## config.mk

```make
export PLATFORM = sky130hd
export DESIGN_NAME = tccw_ctrl
export DESIGN_NICKNAME = d
export VERILOG_FILES = /design/src/text_console_char_writer_unit_assert.svh /design/src/tccw_pkg.sv /design/src/tccw_ctrl.sv
export SDC_FILE = /design/constraint.sdc
export NUM_CORES = 1
export LEC_CHECK = 0
export ABC_AREA = 1
export BUFFER_PORTS_ARGS = -buffer_cell sky130_fd_sc_hd__buf_4
export CAP_MARGIN = 20
export CORE_MARGIN = 2
export CORE_UTILIZATION = 45
export CTS_BUF_LIST = sky130_fd_sc_hd__clkbuf_4 sky130_fd_sc_hd__clkbuf_8 sky130_fd_sc_hd__clkbuf_16
export DETAILED_ROUTE_END_ITERATION = 8
export PLACE_DENSITY = 0.73
export SLEW_MARGIN = 0
export SYNTH_ARGS = -nofsm -noshare
export SYNTH_HDL_FRONTEND = slang
export SYNTH_SLANG_ARGS = --single-unit
```

## constraint.sdc

```tcl
create_clock -name clk -period 1.4 [get_ports clk]
set_input_delay 0.28 -clock clk [delete_from_list [all_inputs] [get_ports clk]]
set_output_delay 0.28 -clock clk [all_outputs]
set_load 0.02 [all_outputs]
```

## src/text_console_char_writer_unit_assert.svh

```systemverilog
// ----------------------------------------------------------------------------
// text_console_char_writer_unit_assert
// Assertion macros used by the text console writer datapath.
// ----------------------------------------------------------------------------
`ifndef TEXT_CONSOLE_CHAR_WRITER_UNIT_ASSERT_SVH
`define TEXT_CONSOLE_CHAR_WRITER_UNIT_ASSERT_SVH

// Same-cycle implication, checked outside reset.
`define TCCW_ASSERT_IMP(lbl, clk, rstn, ante, cons, msg) \
	lbl: assert property (@(posedge clk) disable iff (!rstn) (ante) |-> (cons)) \
		else $error(msg);

// Next-cycle implication, checked outside reset.
`define TCCW_ASSERT_NXT(lbl, clk, rstn, ante, cons, msg) \
	lbl: assert property (@(posedge clk) disable iff (!rstn) (ante) |=> (cons)) \
		else $error(msg);

`endif

```

## src/tccw_pkg.sv

```systemverilog
// ----------------------------------------------------------------------------
// tccw_pkg
// Types and fixed constants of the text console character writer.
// ----------------------------------------------------------------------------
`default_nettype none
package tccw_pkg;

	localparam int COL_W      = 9;
	localparam int ROW_W      = 7;
	localparam int HGT_W      = 8;
	localparam int CHR_W      = 16;
	localparam int ATR_W      = 16;
	localparam int CELL_W     = 32;
	localparam int S_DATA_W   = 56;
	localparam int S_USER_W   = 2;
	localparam int M_DATA_W   = 72;
	localparam int CFG_IDX_W  = 3;
	localparam int CFG_DATA_W = 16;

	localparam logic [COL_W-1:0] MIN_COLS   = 9'd24;
	localparam logic [HGT_W-1:0] MIN_ROWS   = 8'd12;
	localparam logic [CHR_W-1:0] CH_BELL    = 16'd7;
	localparam logic [CHR_W-1:0] CH_BS      = 16'd8;
	localparam logic [CHR_W-1:0] CH_TAB     = 16'd9;
	localparam logic [CHR_W-1:0] CH_LF      = 16'd10;
	localparam logic [CHR_W-1:0] CH_CR      = 16'd13;
	localparam logic [CHR_W-1:0] CH_SPACE   = 16'h0020;
	localparam logic [ATR_W-1:0] RESET_ATTR = 16'd7;

	localparam logic [1:0] OP_WRITE     = 2'd0;
	localparam logic [1:0] OP_FILL_CHAR = 2'd1;
	localparam logic [1:0] OP_FILL_ATTR = 2'd2;
	localparam logic [1:0] OP_READ      = 2'd3;

	localparam logic [CFG_IDX_W-1:0] CFG_PROC   = 3'd0;
	localparam logic [CFG_IDX_W-1:0] CFG_WRAP   = 3'd1;
	localparam logic [CFG_IDX_W-1:0] CFG_ATTR   = 3'd2;
	localparam logic [CFG_IDX_W-1:0] CFG_WIDTH  = 3'd3;
	localparam logic [CFG_IDX_W-1:0] CFG_HEIGHT = 3'd4;
	localparam logic [CFG_IDX_W-1:0] CFG_TOP    = 3'd5;
	localparam logic [CFG_IDX_W-1:0] CFG_BOTTOM = 3'd6;

	typedef enum logic [4:0] {
		CMD_NONE,
		CMD_CLEAR,
		CMD_ACCEPT,
		CMD_RD_CELL,
		CMD_CAP,
		CMD_TAB_Q,
		CMD_TAB_R,
		CMD_WRAP_ROW,
		CMD_CLAMP,
		CMD_BS,
		CMD_CR,
		CMD_LF,
		CMD_PUT,
		CMD_RMW_RD,
		CMD_RMW_WR,
		CMD_SCR_INIT,
		CMD_COPY,
		CMD_DRAIN,
		CMD_BLANK,
		CMD_FINISH
	} cmd_t;

	typedef struct packed {
		logic clear_last;
		logic op_read;
		logic is_bell;
		logic is_tab;
		logic is_bs;
		logic is_cr;
		logic is_lf;
		logic is_w;
		logic col_ge_w;
		logic wrap_ok;
		logic cur_in;
		logic step_scroll;
		logic tab_done;
		logic copy_last;
		logic blank_last;
		logic out_free;
	} sts_t;

endpackage
`default_nettype wire

```

## src/tccw_ctrl.sv

```systemverilog
// ----------------------------------------------------------------------------
// tccw_ctrl
// Sequencer: steps items through read, wrap, action, tab repeat and scroll.
// ----------------------------------------------------------------------------
`default_nettype none
module tccw_ctrl
	import tccw_pkg::*;
(
	input  wire logic clk,
	input  wire logic arst_n,
	input  wire logic s_tvalid,
	output logic      s_tready,
	input  wire sts_t sts,
	output cmd_t      cmd
);

	typedef enum logic [3:0] {
		ST_CLEAR,
		ST_IDLE,
		ST_DISPATCH,
		ST_READ_WAIT,
		ST_TAB_Q,
		ST_TAB_R,
		ST_WRAP,
		ST_ACT,
		ST_RMW,
		ST_CHECK,
		ST_SCR_INIT,
		ST_SCR_COPY,
		ST_SCR_DRAIN,
		ST_SCR_BLANK,
		ST_FINISH
	} state_t;

	state_t state_q, state_d;
	logic   ret_act_q, ret_act_d;

	assign s_tready = (state_q == ST_IDLE);

	always_comb begin
		state_d   = state_q;
		ret_act_d = ret_act_q;
		cmd       = CMD_NONE;
		case (state_q)
			ST_CLEAR: begin
				cmd = CMD_CLEAR;
				if (sts.clear_last) state_d = ST_IDLE;
			end
			ST_IDLE: begin
				if (s_tvalid) begin
					cmd     = CMD_ACCEPT;
					state_d = ST_DISPATCH;
				end
			end
			ST_DISPATCH: begin
				if (sts.op_read) begin
					cmd     = CMD_RD_CELL;
					state_d = ST_READ_WAIT;
				end else if (sts.is_bell) begin
					state_d = ST_FINISH;
				end else if (sts.is_tab) begin
					state_d = ST_TAB_Q;
				end else begin
					state_d = ST_WRAP;
				end
			end
			ST_READ_WAIT: begin
				cmd     = CMD_CAP;
				state_d = ST_FINISH;
			end
			ST_TAB_Q: begin
				cmd     = CMD_TAB_Q;
				state_d = ST_TAB_R;
			end
			ST_TAB_R: begin
				cmd     = CMD_TAB_R;
				state_d = ST_WRAP;
			end
			ST_WRAP: begin
				state_d = ST_ACT;
				if (sts.col_ge_w) begin
					if (sts.wrap_ok) begin
						cmd = CMD_WRAP_ROW;
						if (sts.step_scroll) begin
							ret_act_d = 1'b1;
							state_d   = ST_SCR_INIT;
						end
					end else begin
						cmd = CMD_CLAMP;
					end
				end
			end
			ST_ACT: begin
				state_d = ST_CHECK;
				if (sts.is_bs) begin
					cmd = CMD_BS;
				end else if (sts.is_cr) begin
					cmd = CMD_CR;
				end else if (sts.is_lf) begin
					cmd = CMD_LF;
					if (sts.step_scroll) begin
						ret_act_d = 1'b0;
						state_d   = ST_SCR_INIT;
					end
				end else if (sts.is_w || !sts.cur_in) begin
					cmd = CMD_PUT;
				end else begin
					// Fill operations change one half of the cell, so fetch it first.
					cmd     = CMD_RMW_RD;
					state_d = ST_RMW;
				end
			end
			ST_RMW: begin
				cmd     = CMD_RMW_WR;
				state_d = ST_CHECK;
			end
			ST_CHECK: begin
				if (sts.is_tab && !sts.tab_done) state_d = ST_WRAP;
				else state_d = ST_FINISH;
			end
			ST_SCR_INIT: begin
				cmd     = CMD_SCR_INIT;
				state_d = ST_SCR_COPY;
			end
			ST_SCR_COPY: begin
				cmd = CMD_COPY;
				if (sts.copy_last) state_d = ST_SCR_DRAIN;
			end
			ST_SCR_DRAIN: begin
				cmd     = CMD_DRAIN;
				state_d = ST_SCR_BLANK;
			end
			ST_SCR_BLANK: begin
				cmd = CMD_BLANK;
				if (sts.blank_last) state_d = ret_act_q ? ST_ACT : ST_CHECK;
			end
			ST_FINISH: begin
				cmd = CMD_FINISH;
				if (sts.out_free) state_d = ST_IDLE;
			end
			default: begin
				state_d = ST_IDLE;
			end
		endcase
	end

	always_ff @(posedge clk or negedge arst_n) begin
		if (!arst_n) begin
			state_q   <= ST_CLEAR;
			ret_act_q <= 1'b0;
		end else begin
			state_q   <= state_d;
			ret_act_q <= ret_act_d;
		end
	end

endmodule
`default_nettype wire

```

### After elaboration in Yosys (flattened, before gate mapping)

Index checks and enable logic that the tools add are counted.

| word-level totals | value |
|---|---|
| word-level logic and storage cells | 72 |
| bits in registers | 5 |
| output and inout bits | 6 |
| bits of input ports | 19 |

| cells by class | value |
|---|---|
| equal/unequal tests | 26 |
| reduce and logical (&&, ||, !) cells | 8 |
| mux-type cells | 36 |

Operators by type and width:

| cell | number |
|---|---|
| 5-bit case mux with 14 select lines | 1 |
| 4-bit 2-to-1 mux | 17 |
| 4-bit case mux with 15 select lines | 1 |
| 4-bit equality test, second input constant | 7 |
| 2-bit != test, second input constant | 12 |
| 4-bit by 3-bit equality test with 1-bit output, second input constant | 4 |
| 1-bit 2-to-1 mux | 9 |
| 3-bit 2-to-1 mux | 3 |
| 4-bit by 2-bit equality test with 1-bit output, second input constant | 2 |
| 2-bit 2-to-1 mux | 4 |
| 8-bit AND reduction | 1 |
| 5-bit AND reduction | 1 |
| 4-bit by 1-bit equality test with 1-bit output, second input constant | 1 |
| 4-bit logical NOT | 1 |
| 1-bit logical NOT | 2 |
| 1-bit case mux with 2 select lines | 1 |
| 2-bit nonzero test | 1 |
| 1-bit logical AND | 1 |
| 1-bit logical OR | 1 |

### Logic depth before layout (Yosys ltp)

| logic depth | value |
|---|---|
| depth in word-level cells | 7 |
| depth in mapped cells | 10 |
| gate-level depth less buffers | 9 |

### Least setup slack after synthesis

OpenSTA, ideal clock, no wires.

| timing path | value |
|---|---|
| path kind | reg-to-output |
| from | register state_q[3] |
| to | output port cmd[1] |
| arrival time | 1,207 ps |
| cell stages (with the launch flop) | 9 |
| setup slack | -87 ps |
| data required time | 1,120 ps |
| buffers on the path | 1 |
| path through | dfrtp_1 > buf_4 > inv_2 > nand2_1 > nor2_2 > nand2_1 > o21ai_1 > a21oi_1 > nand3_1 |

| on the way | value |
|---|---|
| word-level cells in the longest chain between the ends | 2 |
| elaborated cells on any way between the ends | 15 |
| those cells by class | 13 x eq/ne; 1 x mux; 1 x reduce/logical |

RTL lines:

| item | RTL line | RTL |
|---|---|---|
| start: declaration | tccw_ctrl.sv:35 | `state_t state_q, state_d;` |
| start signal: assignment | tccw_ctrl.sv:152 | `state_q <= state_d;` |
| 4-bit equality test, or another cell as far along | tccw_ctrl.sv:44 | `case (state_q)` |
| 5-bit case mux with 14 select lines (*) | tccw_ctrl.sv:44 |  |
| end: declaration | tccw_ctrl.sv:14 | `output cmd_t cmd` |

Mark *: on every way between the ends. The rest lies on a longest branch, timed or not.

### Final worst setup path

| timing path | value |
|---|---|
| from | register state_q[0] |
| to | output port cmd[1] |

Same word-level chain as after synthesis.

==> summary.txt <==
Run status
  • Status: finished with violations
  • Failing checks: negative setup slack

Clock tree
  • CTS buffer count: 3
  • CTS tree: yes
  • Max clock buf depth: 2
  • CTS root buffer: clkbuf_4
  • CTS Sinks: 5
  • Worst-path clk slew: ~0.040 ns
  • H-tree Lvls: 1
  • Clock Latency Late Sink: 0.24 ns

Final layout
  • Fillers: 73
  • Syn-to-layout area delta: 94.4%
  • Diode count: 0
  • Layout Cells excl Fill: 227
  • Most frequent cells in the layout: buf_4 (55), nand2_1 (40), inv_1 (14)
  • Final net count: 230
  • Layout cell share with drive strength beyond 1: 57.6%
  • Most common cell after layout, fill and taps aside: buf_4

Timing
  • Normalized max-slew margin: between 80% and 90%
  • Min cycle time layout: between 1.5 and 2 ns
  • F_max: around 0.56 GHz
  • Final period util: 127%
  • RSZ-0062 raised after global routing: true
  • Slew of the pin with the lowest slew margin: ~0.30 ns
  • Setup Skew: 0.00165 ns
  • Fin. Hold Viols: 0
  • Max-slew violations: 0
  • Final setup vio count: 10
  • Worst setup margin: -0.379 ns

Pwr
  • Pwr Total: 3.59 mW
  • Gate power share: a little over four fifths
  • Leakage: about 0.86 nW
  • NetSw: between 1.5 and 2 mW
  • Max VDD drop: roughly 1800 uV
  • Sequential Power Share: between 10% and 20%
  • Pwr/cell area: 2360 nW/um^2
  • Switching share of power: about half
  • Int Pwr: 1.73 mW
  • Clock share of power: between 5 and 6%

Placement
  • Hpwl dp: 2300 um
  • IO buf count: 24
  • GPL Wtd Cong: about 0.98
  • Placed cell count: between 200 and 250

Detailed routing
  • Vias per Instance: 5.57
  • Starting DRC count in detailed routing: 57
  • Drt pass-1 iters: 4
  • Vias: ~1,300
  • DRT antenna net count: 0
  • Remaining DRCs: 0
  • WL/cell: 16.7 um
  • Routed wire length: between 3000 and 4000 um

Critical path
  • Crit path DAT: 1.50 ns
  • Crit Path Category: register to primary output
  • CP Capture Type: primary output
  • Critical path startpoint category: register
  • Critical Path RT: roughly 1.1 ns
  • CP Max Fanout: 6

Die
  • Die ar.: roughly 2100 um^2
  • Initial Util: a little under half
  • Core footprint: between 1500 and 2000 um^2
  • IO Count: 25
  • Die height: roughly 46 um
  • Width of the die: 45.7 um
  • Rows: 15

Global routing
  • GRT Util Overall: approximately a third
  • Largest net degree at the start of global routing: 8
  • First-pass GRT wire length: between 5000 and 6000 um
  • GR Layer Usage met3: under 10%
  • Busiest layer in global routing: met2
  • Met2 usage: between 50% and 60%
  • Total grt overflow: 0
  • Grt met1 use: 39.8%
  • Vias in the first global route: approximately 1,200
  • Initial antenna violation count: 0

Synth
  • Synth Cell Area: roughly 780 um^2
  • Synth Warn #: 0
  • #FFs+latches synth: 5
  • Syn_nets: 160
  • Post-synth cell types: 23
  • Post-synthesis sequential area ratio: between 10% and 20%
  • Avg Synthesized Cell Area: around 5.5 um^2
  • Cell count after synthesis: around 140

Hold path
  • Hold Path Class: input pin to async pin

Run
  • MaxCap Viol Count: 0
[worst max-delay path, stage by stage (launching register included)]
cell and delay (ns):
dfrtp_2 0.46, buf_4 0.16, nand2_4 0.10, o21ai_1 0.12, a21oi_1 0.17, nand3_2 0.10, buf_6 0.14
[per-layer routing]
layer / routed length, um / vias to the layer above
met1: 1470 / 573
li1: - / 584
met4: 217 / 0
met2: 1840 / 82
met3: 270 / 26
met5: 0 / -
[cell type report]
cell class                      instances  area (um^2)  area share, %
Multi-Input combinational cell        113          716           47.1
Timing Repair Buffer                   66          536           35.2
Sequential cell                         5          130           8.56
Inverter                               22         87.6           5.76
Clock buffer                            4         30.0           1.98
Tap cell                               17         21.3           1.40
[power by group through the flow]
stage,registers (mW),clock network [mW],logic (mW)
6_report,0.412,0.186,2.99
5_1_grt,0.418,0.197,3.14
4_1_cts,0.380,0.193,2.67
3_5_place_dp,0.370,0,2.20
3_3_place_gp,0.360,0,2.17
2_1_floorplan,0.319,0,1.23
[registers in the layout, indices dropped and copies added (netlist names)]
| register | cells |
|---|---|
| ret_act_q | 1 |
| state_q | 4 |
[path summary, 6_finish.rpt]
check                           start    endpoint  slack [ns]  cells after the start
setup / recovery           state_q[0]      cmd[1]       -0.38                      6
hold / removal                 arst_n  state_q[3]        0.38                      2
setup reg to reg           state_q[3]  state_q[0]       -0.25                     10
hold reg to reg             ret_act_q   ret_act_q        0.63                      2
max in group asynchronous      arst_n  state_q[1]        0.90                      2
min in group clk               sts[4]   ret_act_q        0.38                      3
[metrics by stage]
step	util, %	hold slack, ns	area (um^2)	setup TNS (ns)	worst slack (ns)
after floorplan	-	-0.0156	807	0	0.00286
after global placement	73.6	0.0831	1230	-0.714	-0.111
after detailed placement	73.6	0.0837	1230	-0.969	-0.166
after CTS	87.2	0.364	1460	-1.93	-0.294
after global routing	91.0	0.379	1520	-3.16	-0.415
final	91.0	0.378	1520	-2.66	-0.379
[cell usage after synthesis]
master | instances | area (um^2)
dfrtp_1 | 5 | 125
nor2_1 | 13 | 48.8
inv_2 | 5 | 18.8
nor3_2 | 1 | 10.0
nand3b_1 | 2 | 15.0
o21ai_1 | 2 | 10.0
nor2_2 | 7 | 43.8
o211ai_1 | 1 | 7.51
inv_1 | 16 | 60.1
nor3_1 | 3 | 15.0
nand3_1 | 11 | 55.1
o21ai_0 | 6 | 30.0
nand4_1 | 1 | 6.26
o21ai_2 | 1 | 8.76
clkinv_1 | 1 | 3.75
nand3_4 | 1 | 17.5
a21oi_1 | 7 | 35.0
nor2_4 | 2 | 22.5
nand2_2 | 5 | 31.3
nand2_1 | 47 | 176
nand2_4 | 2 | 22.5
buf_4 | 1 | 7.51
nand3b_2 | 1 | 11.3
[timing repair]
action                                  in CTS  in global routing
hold buffers                                 1                  0
setup buffers                               10                  0
hold endpoints to repair                     5                  0
pin swaps                                   10                  2
endpoints found under the setup margin      10                 11
gates cloned                                 0                  0
resized for setup                           34                 14
[cells by family (layout without fill, tap and decap cells)]
kind of cell	after synthesis	after routing	share of synthesized area, %
AOI/OAI and AO/OA	17	17	11.7
buffers and inverters	23	92	11.5
and+or+nand+nor	96	96	60.8
DFF	5	5	16.0
(Power assumes the default switching activity.)
